[config.mk]
export PLATFORM = sky130hd
export DESIGN_NAME = ipv4_source_subnet_blocker
export DESIGN_NICKNAME = d
export VERILOG_FILES = /design/src/rtl/issb_pkg.sv /design/src/rtl/ipv4_source_subnet_blocker.sv
export SDC_FILE = /design/constraint.sdc
export NUM_CORES = 2
export LEC_CHECK = 0
export ABC_AREA = 0
export ABC_CLOCK_PERIOD_IN_PS = 6400
export BUFFER_PORTS_ARGS = -buffer_cell sky130_fd_sc_hd__buf_2
export CAP_MARGIN = 30
export CORE_MARGIN = 8
export CORE_UTILIZATION = 50
export DETAILED_ROUTE_END_ITERATION = 8
export PLACE_DENSITY = 0.68
export SLEW_MARGIN = 20
export SYNTH_ARGS = -nofsm -noshare
export SYNTH_HDL_FRONTEND = slang
export SYNTH_MEMORY_MAX_BITS = 65536
export SYNTH_SLANG_ARGS = --single-unit
[constraint.sdc]
create_clock -name i_clk -period 6.4 [get_ports i_clk]
set_input_delay 1.6 -clock i_clk [delete_from_list [all_inputs] [get_ports i_clk]]
set_output_delay 1.6 -clock i_clk [all_outputs]
set_load 0.1 [all_outputs]
[src/rtl/issb_pkg.sv]
// Package with the constants and types shared by the subnet blocker files.
package issb_pkg;

    localparam int TABLE_DEPTH_DEF = 64;
    localparam int WALK_LIMIT      = 50;

    localparam int TDATA_IN_W  = 80;
    localparam int TDATA_OUT_W = 8;
    localparam int TUSER_IN_W  = 2;

    localparam logic [5:0]  MIN_FRAME      = 6'd34;
    localparam logic [5:0]  POS_TYPE_HI    = 6'd12;
    localparam logic [5:0]  POS_TYPE_LO    = 6'd13;
    localparam logic [5:0]  POS_SRC_FIRST  = 6'd26;
    localparam logic [5:0]  POS_SRC_LAST   = 6'd29;
    localparam logic [15:0] ETHERTYPE_IPV4 = 16'h0800;

    typedef enum logic [1:0] {
        OP_BYTE       = 2'd0,
        OP_WRITE      = 2'd1,
        OP_INVALIDATE = 2'd2,
        OP_UNUSED     = 2'd3
    } t_opcode;

    typedef enum logic [2:0] {
        S_IDLE = 3'b001,
        S_READ = 3'b010,
        S_CMP  = 3'b100
    } t_state;

endpackage

[src/rtl/ipv4_source_subnet_blocker.sv]
// Top level of the IPv4 source subnet blocker: frame parser, table and walk sequencer.
// Frame bytes and table commands arrive as items on the slave stream. A frame byte that is
// not the last one, a table write and a table invalidate are each handled in the cycle in
// which they are accepted. On the last byte of a frame the block gives a verdict on the
// master stream: frames shorter than 34 bytes or not of ethertype 0x0800 pass at once, the
// verdict being registered in the cycle after the last byte. Otherwise a sequencer walks the
// table from entry 0 with one shared mask-and-compare unit; each entry passes a read state
// for the registered memory read and then a compare state. The walk covers at most
// min(50, TABLE_DEPTH) entries and stops at the first invalid entry or at the first match,
// which drops the frame. The input stays not ready during the walk and while a verdict
// waits to be taken. Valid bits are cleared by reset at once; table contents are undefined
// until written, so no clearing pass is needed.
module ipv4_source_subnet_blocker #(
    parameter int TABLE_DEPTH = issb_pkg::TABLE_DEPTH_DEF
) (
    input  logic                             i_clk,
    input  logic                             i_rst_n,
    input  logic                             s_axis_tvalid,
    output logic                             s_axis_tready,
    // From bit 0: frame_byte[7:0], entry_index[13:8], entry_address[45:14],
    // entry_mask[77:46], zero fill[79:78].
    input  logic [issb_pkg::TDATA_IN_W-1:0]  s_axis_tdata,
    // From bit 0: opcode[1:0].
    input  logic [issb_pkg::TUSER_IN_W-1:0]  s_axis_tuser,
    input  logic                             s_axis_tlast,
    output logic                             m_axis_tvalid,
    input  logic                             m_axis_tready,
    // From bit 0: drop_frame[0], zero fill[7:1].
    output logic [issb_pkg::TDATA_OUT_W-1:0] m_axis_tdata
);
    import issb_pkg::*;

    // Index width of the table and width of the walk counter, which can hold the depth.
    localparam int IDX_W  = (TABLE_DEPTH > 1) ? $clog2(TABLE_DEPTH) : 1;
    localparam int CNT_W  = $clog2(TABLE_DEPTH + 1);
    localparam int WALK_N = (WALK_LIMIT < TABLE_DEPTH) ? WALK_LIMIT : TABLE_DEPTH;
    localparam logic [CNT_W-1:0] WALK_END = CNT_W'(WALK_N);
    localparam logic [8:0]       DEPTH_9  = 9'(TABLE_DEPTH);

    // Unpacked input fields.
    t_opcode     in_op;
    logic [7:0]  in_byte;
    logic [5:0]  in_index;
    logic [31:0] in_addr;
    logic [31:0] in_mask;
    logic        in_accept;
    logic [8:0]  slot_ext;
    logic        slot_ok;

    assign in_op     = t_opcode'(s_axis_tuser[1:0]);
    assign in_byte   = s_axis_tdata[7:0];
    assign in_index  = s_axis_tdata[13:8];
    assign in_addr   = s_axis_tdata[45:14];
    assign in_mask   = s_axis_tdata[77:46];
    assign in_accept = s_axis_tvalid && s_axis_tready;
    assign slot_ext  = {3'b000, in_index};
    assign slot_ok   = (slot_ext < DEPTH_9);

    // Control and frame state.
    t_state            r_state, n_state;
    logic [CNT_W-1:0]  r_walk, n_walk;
    logic [5:0]        r_pos, n_pos;
    logic [15:0]       r_type, n_type;
    logic [31:0]       r_src, n_src;
    logic              r_out_valid, n_out_valid;
    logic              r_drop, n_drop;
    logic              r_valid [TABLE_DEPTH];

    // Table memory with a registered read port.
    logic [31:0] r_mem_addr [TABLE_DEPTH];
    logic [31:0] r_mem_mask [TABLE_DEPTH];
    logic [31:0] r_rd_addr;
    logic [31:0] r_rd_mask;

    logic [IDX_W-1:0] walk_idx;
    logic             walk_done;
    logic             hit;

    assign walk_idx  = r_walk[IDX_W-1:0];
    assign walk_done = (r_walk == WALK_END) || !r_valid[walk_idx];
    // The shared compare unit: masked source against masked entry address.
    assign hit       = ((r_src & r_rd_mask) == (r_rd_addr & r_rd_mask));

    assign s_axis_tready = (r_state == S_IDLE) && !r_out_valid;
    assign m_axis_tvalid = r_out_valid;
    assign m_axis_tdata  = {{(TDATA_OUT_W-1){1'b0}}, r_drop};

    always_comb begin
        n_state     = r_state;
        n_walk      = r_walk;
        n_pos       = r_pos;
        n_type      = r_type;
        n_src       = r_src;
        n_out_valid = r_out_valid;
        n_drop      = r_drop;

        if (r_out_valid && m_axis_tready) begin
            n_out_valid = 1'b0;
        end

        unique case (r_state)
            S_IDLE: begin
                if (in_accept && (in_op == OP_BYTE)) begin
                    if (r_pos == POS_TYPE_HI) begin
                        n_type = {in_byte, r_type[7:0]};
                    end else if (r_pos == POS_TYPE_LO) begin
                        n_type = {r_type[15:8], in_byte};
                    end else if ((r_pos >= POS_SRC_FIRST) && (r_pos <= POS_SRC_LAST)) begin
                        n_src = {r_src[23:0], in_byte};
                    end
                    if (r_pos != MIN_FRAME) begin
                        n_pos = r_pos + 6'd1;
                    end
                    if (s_axis_tlast) begin
                        // The source is kept for the walk. Every frame long enough to be
                        // checked shifts in all four source bytes, so it never needs clearing.
                        n_pos  = '0;
                        n_type = '0;
                        n_walk = '0;
                        if ((r_pos >= (MIN_FRAME - 6'd1)) && (r_type == ETHERTYPE_IPV4)) begin
                            n_state = S_READ;
                        end else begin
                            n_out_valid = 1'b1;
                            n_drop      = 1'b0;
                        end
                    end
                end
            end
            S_READ: begin
                if (walk_done) begin
                    n_out_valid = 1'b1;
                    n_drop      = 1'b0;
                    n_state     = S_IDLE;
                end else begin
                    n_state = S_CMP;
                end
            end
            S_CMP: begin
                if (hit) begin
                    n_out_valid = 1'b1;
                    n_drop      = 1'b1;
                    n_state     = S_IDLE;
                end else begin
                    n_walk  = r_walk + 1'b1;
                    n_state = S_READ;
                end
            end
            default: begin
                n_state = S_IDLE;
            end
        endcase
    end

    always_ff @(posedge i_clk) begin
        if (!i_rst_n) begin
            r_state     <= S_IDLE;
            r_walk      <= '0;
            r_pos       <= '0;
            r_type      <= '0;
            r_src       <= '0;
            r_out_valid <= 1'b0;
            r_drop      <= 1'b0;
        end else begin
            r_state     <= n_state;
            r_walk      <= n_walk;
            r_pos       <= n_pos;
            r_type      <= n_type;
            r_src       <= n_src;
            r_out_valid <= n_out_valid;
            r_drop      <= n_drop;
        end
    end

    // Valid bits, one per entry, cleared by reset.
    always_ff @(posedge i_clk) begin
        if (!i_rst_n) begin
            for (int i = 0; i < TABLE_DEPTH; i++) begin
                r_valid[i] <= 1'b0;
            end
        end else if (in_accept && slot_ok) begin
            if (in_op == OP_WRITE) begin
                r_valid[slot_ext[IDX_W-1:0]] <= 1'b1;
            end else if (in_op == OP_INVALIDATE) begin
                r_valid[slot_ext[IDX_W-1:0]] <= 1'b0;
            end
        end
    end

    // Table write port and registered read port for the walk.
    always_ff @(posedge i_clk) begin
        if (in_accept && slot_ok && (in_op == OP_WRITE)) begin
            r_mem_addr[slot_ext[IDX_W-1:0]] <= in_addr;
            r_mem_mask[slot_ext[IDX_W-1:0]] <= in_mask;
        end
        if (r_state == S_READ) begin
            r_rd_addr <= r_mem_addr[walk_idx];
            r_rd_mask <= r_mem_mask[walk_idx];
        end
    end

endmodule

Yosys cells after proc, flatten, opt, wreduce, memory -nomap -nowiden

Memory sizes are Yosys's and may differ from the RTL's. A register that Yosys moved wholly into a read port is not among the register bits.
Cells that the tools add are included.

Flip-flop bits (word level): 66
Bits in latches: 0
Bits in writable memories: 4160
Bits in read-only memories: 0
Input port bits: 87
Word-level logic and storage cells: 112
Memories kept: 3

Add/subtract/negate cells: 2
Multiply operators: 0
Div/mod/pow operators: 0
Order comparisons: 4
Equal/unequal tests: 19
Shift-type cells: 0
Mux-type cells: 46
Bitwise operators: 5
Reductions and logical operators: 25

Memory list:

| name       | words | bits a word | rd ports | clocked after memory_dff | write ports | line                             | source |
|---|---|---|---|---|---|---|---|
| r_mem_addr | 64    | 32          | 1        | 1                        | 1           | ipv4_source_subnet_blocker.sv:70 | `logic [31:0] r_mem_addr [TABLE_DEPTH];` |
| r_mem_mask | 64    | 32          | 1        | 1                        | 1           | ipv4_source_subnet_blocker.sv:71 | `logic [31:0] r_mem_mask [TABLE_DEPTH];` |
| r_valid    | 64    | 1           | 1        | 1                        | 64          | ipv4_source_subnet_blocker.sv:67 | `logic r_valid [TABLE_DEPTH];` |

Operators with widths:

| operator                                                   | count |
|---|---|
| bitwise AND 32 bit                                         | 2 |
| equality test 32 bit                                       | 1 |
| 2-to-1 mux 16 bit                                          | 2 |
| 2-to-1 mux 6 bit                                           | 5 |
| 2-to-1 mux 1 bit                                           | 26 |
| 2-to-1 mux 7 bit                                           | 3 |
| equality test 16 x 12 -> 1 bit, second input constant      | 1 |
| case mux 7 bit (2 select lines)                            | 1 |
| equality test 6 x 4 -> 1 bit, second input constant        | 2 |
| 2-to-1 mux 3 bit                                           | 4 |
| != test 2 bit, second input constant                       | 6 |
| case mux 3 bit (3 select lines)                            | 1 |
| AND reduction 3 bit                                        | 3 |
| logical AND 1 bit                                          | 8 |
| 2-to-1 mux 8 bit                                           | 1 |
| AND reduction 4 bit                                        | 2 |
| nonzero test 2 bit                                         | 4 |
| adder 7 x 1 -> 7 bit, second input constant                | 1 |
| equality test 7 x 6 -> 1 bit, second input constant        | 1 |
| less-than comparator 6 x 7 -> 1 bit, second input constant | 1 |
| adder 6 x 1 -> 6 bit, second input constant                | 1 |
| >= comparator 6 x 5 -> 1 bit, second input constant        | 1 |
| >= comparator 6 bit, second input constant                 | 1 |
| <= comparator 6 x 5 -> 1 bit, second input constant        | 1 |
| 18 further kinds                                           | 22 |

Longest topological paths before layout

Depth in word-level cells: 10
Depth in mapped cells: 11
Mapped depth without buffers: 8

Least setup slack after synthesis

No wires, ideal clock.

Kind: reg2reg
Start point: register r_out_valid, in the netlist m_axis_tvalid
End point: memory r_mem_addr[56][0] (enable)
Setup time: 0.487 ns
Arrival: 6.204 ns
Data required time: 5.913 ns
Path slack: -0.290 ns
Cell stages (with the launch flop): 7
Clock period less this slack: 6.690 ns
Cell sequence: dfxtp_1 -> nor4b_2 -> nand2_1 -> nor2_1 -> and3_1 -> nand3_1 -> nor2_1

Longest elaborated chain between the ends: 7

RTL lines:

| item                                   | line                              | source |
|---|---|---|
| start: declaration                     | ipv4_source_subnet_blocker.sv:65  | `logic r_out_valid, n_out_valid;` |
| start signal: assignment               | ipv4_source_subnet_blocker.sv:169 | `r_out_valid <= n_out_valid;` |
| logical NOT 1 bit                      | ipv4_source_subnet_blocker.sv:84  | `assign s_axis_tready = (r_state == S_IDLE) && !r_out_valid;` |
| logical AND 1 bit                      | ipv4_source_subnet_blocker.sv:84  |  |
| net s_axis_tready                      | ipv4_source_subnet_blocker.sv:19  | `output logic s_axis_tready,` |
| logical AND 1 bit                      | ipv4_source_subnet_blocker.sv:55  | `assign in_accept = s_axis_tvalid && s_axis_tready;` |
| logical AND 1 bit (2 in series)        | ipv4_source_subnet_blocker.sv:191 | `if (in_accept && slot_ok && (in_op == OP_WRITE)) begin` |
| 2-to-1 mux 1 bit                       | ipv4_source_subnet_blocker.sv:191 |  |
| 2-to-1 mux 1 bit (implied by the code) | ipv4_source_subnet_blocker.sv:192 | `r_mem_addr[slot_ext[IDX_W-1:0]] <= in_addr;` |
| end: declaration                       | ipv4_source_subnet_blocker.sv:70  |  |

The timed path passes the listed nets, and every way through them passes these cells.

==> impl_metrics.xml <==
<?xml version="1.0" encoding="UTF-8"?>
<metrics>
  <group name="drt">
    <metric name="ant_nets" unit="">0</metric>
    <metric name="dr.first_iter.drc_count" unit="">11200</metric>
    <metric name="wire_per_inst" unit="um">35.1</metric>
    <metric name="drt_pass1_iterations" unit="">6</metric>
    <metric name="route.detailed.vias_per_inst" unit="">6.51</metric>
    <metric name="via_count" unit="">77200</metric>
    <metric name="drc" unit="">0</metric>
    <metric name="drt_wl_total" unit="um">416000</metric>
  </group>
  <group name="pwr">
    <metric name="power" unit="W">0.0559</metric>
    <metric name="power.ir.vdd_worst" unit="mV">0.234</metric>
    <metric name="pwr_density_cell" unit="nW/um^2">300</metric>
    <metric name="power_leakage" unit="nW">55.5</metric>
  </group>
  <group name="grt">
    <metric name="grt_first_pass_wirelength" unit="um">582000</metric>
    <metric name="global_route.usage.met3" unit="">0.0510</metric>
    <metric name="global_route.overflow_total" unit="">0</metric>
    <metric name="groute.layer.met2.usage" unit="">0.380</metric>
    <metric name="grt_util_met1" unit="">0.332</metric>
    <metric name="grt_max_degree" unit="">145</metric>
    <metric name="grt_antenna_before_repair" unit="">41</metric>
    <metric name="vias_in_the_first_global_route" unit="">76400</metric>
    <metric name="global_route.peak_usage_layer" unit="">met2</metric>
    <metric name="globalRouteTotalUtil" unit="">0.236</metric>
  </group>
  <group name="placed_design">
    <metric name="post-place-ws" unit="ns">1.68</metric>
    <metric name="routability_congestion_estimate_from_global_placement" unit="">0.814</metric>
    <metric name="standard_cell_area_after_detailed_placement" unit="um^2">171000</metric>
    <metric name="hpwlAfterDp" unit="um">215000</metric>
    <metric name="port_buffers" unit="">87</metric>
  </group>
  <group name="sta">
    <metric name="layout_min_cycle_time" unit="ns">4.02</metric>
    <metric name="worst-slew-pin-transition" unit="ns">1.27</metric>
    <metric name="setup_tns_final" unit="ns">0</metric>
    <metric name="setup_viols_final" unit="">0</metric>
    <metric name="slew_violations" unit="">0</metric>
    <metric name="unrepaired_setup_endpoints_after_global_routing" unit="">false</metric>
    <metric name="clock.fmax" unit="MHz">248</metric>
    <metric name="final.setup.worst_slack" unit="ns">2.38</metric>
    <metric name="worst_slew_margin_rel" unit="">0.152</metric>
    <metric name="final.period_utilization" unit="">0.629</metric>
    <metric name="skew" unit="ns">0.101</metric>
    <metric name="finalHoldViolations" unit="">0</metric>
  </group>
  <group name="die">
    <metric name="fp-row-count" unit="">210</metric>
    <metric name="die_w" unit="um">588</metric>
    <metric name="start_util" unit="">0.501</metric>
    <metric name="die-area" unit="um^2">346000</metric>
    <metric name="die-height" unit="um">588</metric>
    <metric name="core_region_area" unit="um^2">326000</metric>
    <metric name="ioPinCount" unit="">97</metric>
  </group>
  <group name="setup_path">
    <metric name="setup.worst_path.end_class" unit="">flop</metric>
    <metric name="slowest_stage" unit="">a211oi_1</metric>
    <metric name="critical_path.max_stage_delay" unit="ns">0.71</metric>
    <metric name="path_cells" unit="">buf_12 &gt; buf_12 &gt; buf_4 &gt; mux4_2 &gt; mux4_2 &gt; a211oi_1 &gt; a21oi_1</metric>
    <metric name="crit_path_start_kind" unit="">flop</metric>
    <metric name="critical_path_rt" unit="ns">7.03</metric>
    <metric name="largest_fanout_of_any_net_on_the_critical_path" unit="">18</metric>
    <metric name="worst-endpoint-arrival" unit="ns">4.65</metric>
    <metric name="worst-setup-path-type" unit="">flop to flop</metric>
  </group>
  <group name="clocking">
    <metric name="cts.root.buffer_cell" unit="">clkbuf_16</metric>
    <metric name="post_cts_resize_count" unit="">0</metric>
    <metric name="cts.sinks" unit="">4296</metric>
    <metric name="cts_max_level" unit="">5</metric>
    <metric name="cts_tree" unit="">yes</metric>
    <metric name="cts_buffers" unit="">422</metric>
    <metric name="post_cts_repair_timing_setup_buffer_count" unit="">0</metric>
    <metric name="clock_insertion_delay_worst_skew" unit="ns">0.99</metric>
    <metric name="cts_hold_repair.buffers" unit="">0</metric>
    <metric name="clk_pin_slew" unit="ns">0.07</metric>
    <metric name="cts_max_path_buffers" unit="">4</metric>
  </group>
  <group name="synthesis">
    <metric name="yosys_register_bits" unit="">4296</metric>
    <metric name="synth-edff-count" unit="">4160</metric>
    <metric name="synth.yosys.warnings" unit="">0</metric>
    <metric name="syn-cell-area" unit="um^2">164000</metric>
    <metric name="synthDistinctLibCells" unit="">50</metric>
    <metric name="avg_inst_size_synth" unit="um^2">24.4</metric>
    <metric name="synth_sequential_area_ratio" unit="">0.781</metric>
    <metric name="main_synth_ff_type" unit="">edfxtp_1</metric>
    <metric name="ys_async_sr_fraction" unit="">0</metric>
    <metric name="syn_inst" unit="">6706</metric>
  </group>
  <group name="finish">
    <metric name="final_layout_size_suffix_gt1_frac" unit="">0.316</metric>
    <metric name="layout_overhead_on_the_synthesized_area" unit="%">13.8</metric>
    <metric name="nets" unit="">7229</metric>
    <metric name="final_cell_area" unit="um^2">186000</metric>
    <metric name="final_core_util" unit="">0.570</metric>
  </group>
  <group name="worst_hold_path">
    <metric name="tightest_hold_check_type" unit="">flop to flop</metric>
  </group>
  <group name="run_status">
    <metric name="outcome" unit="">finished, final reports clean</metric>
  </group>
  <group name="flow_run">
    <metric name="cap_viol_max_count" unit="">0</metric>
  </group>
</metrics>
-- area by class of cell --
cell class                      count  area, um^2
Clock buffer                      527       11100
Antenna cell                       19        47.5
Sequential cell                  4296      128000
Multi-Input combinational cell   2028       34800
Fill cell                       22900      140000
Timing Repair Buffer              378        4460
Inverter                            9        33.8
Clock inverter                    243        2530
Tap cell                         4346        5440
-- synth_stat cells, types with 37 or more instances --
cell | number | area [um^2]
dfxtp_1 | 136 | 2720
nor2b_1 | 41 | 257
a21oi_1 | 57 | 285
a211oi_1 | 37 | 278
buf_2 | 122 | 611
mux4_2 | 1312 | 29500
mux2i_1 | 94 | 941
o31ai_1 | 56 | 420
edfxtp_1 | 4160 | 125000
clkbuf_1 | 217 | 815
nand2_1 | 40 | 150
o211ai_1 | 57 | 428
nor2_1 | 127 | 477
-- placed cells by master, fill, tap and decap left out, types with 64 or more instances in the layout --
cell and n:
clkbuf_1 96, clkinv_1 84, mux2i_1 94, mux4_2 1312
buf_2 80, clkbuf_16 425, nor2_4 64, dfxtp_1 130
edfxtp_1 4160, clkinv_2 76, buf_4 157, buf_12 131
-- logic make-up (layout without fill, tap and decap cells) --
logic type / Yosys count / after routing / synth area share
adder cells (fa/ha/maj): 7 / 7 / 0.000536
other: 1 / 26 / 0.0000229
flip-flops: 4296 / 4296 / 0.781
buffers and inverters: 388 / 1157 / 0.0101
XOR/XNOR: 40 / 40 / 0.00214
multiplexers: 1408 / 1408 / 0.187
AND/OR/NAND/NOR: 297 / 297 / 0.00877
AO/OA/AOI/OAI: 269 / 269 / 0.0113
-- stage by stage --
stage	hold slack (ns)	std cells
final	0.458	11800
after global routing	0.485	11800
after CTS	0.460	11800
after detailed placement	0.452	11000
after global placement	0.452	11000
after floorplan	0.432	6712
-- worst max-delay path: cells and delay by family, from the launching register on --
kind                   cells  cell delay, ns
DFF                        1            0.69
buffers and inverters      3            0.91
AOI/OAI and AO/OA          2            0.97
muxes                      2            1.05
-- registers in the layout, indices dropped and copies added, names as in the netlist, named ones only --
register       count
r_mem_mask      2048
r_src             32
r_state            3
r_drop             1
r_valid           64
r_rd_addr         32
r_mem_addr      2048
r_type            16
r_walk             7
m_axis_tvalid      1
r_pos              6
r_rd_mask         32
-- worst paths after layout --
kind / slack (ns) / end / depth (start not counted) / from
setup / recovery: 2.38 / r_rd_addr[6]$_DFFE_PP_ / 7 / r_walk[0]$_SDFFE_PN0N_
setup reg to reg: 2.38 / r_rd_addr[6]$_DFFE_PP_ / 7 / r_walk[0]$_SDFFE_PN0N_
hold reg to reg: 0.46 / r_type[1]$_SDFFE_PN0P_ / 2 / r_type[1]$_SDFFE_PN0P_
hold / removal: 0.46 / r_type[1]$_SDFFE_PN0P_ / 2 / r_type[1]$_SDFFE_PN0P_
-- routing by layer --
| layer | routed length, um | vias to the layer above | share of wire |
|---|---|---|---|
| met1 | 159000 | 41900 | 0.38 |
| met2 | 201000 | 4554 | 0.48 |
| met4 | 12800 | 18 | 0.031 |
| li1 | - | 30000 | - |
| met3 | 43900 | 765 | 0.11 |
| met5 | 108 | - | 0.00026 |
-- power by group --
group / total [W] / internal (W) / leakage (nW) / switching (W)
registers: 0.0308 / 0.0308 / 38.5 / 0.00000863
clock network: 0.0244 / 0.0138 / 6.60 / 0.0105
logic: 0.000647 / 0.000121 / 10.4 / 0.000526
total: 0.0559 / 0.0448 / 55.5 / 0.0111
Note: power is estimated with default switching activity, not from simulation.
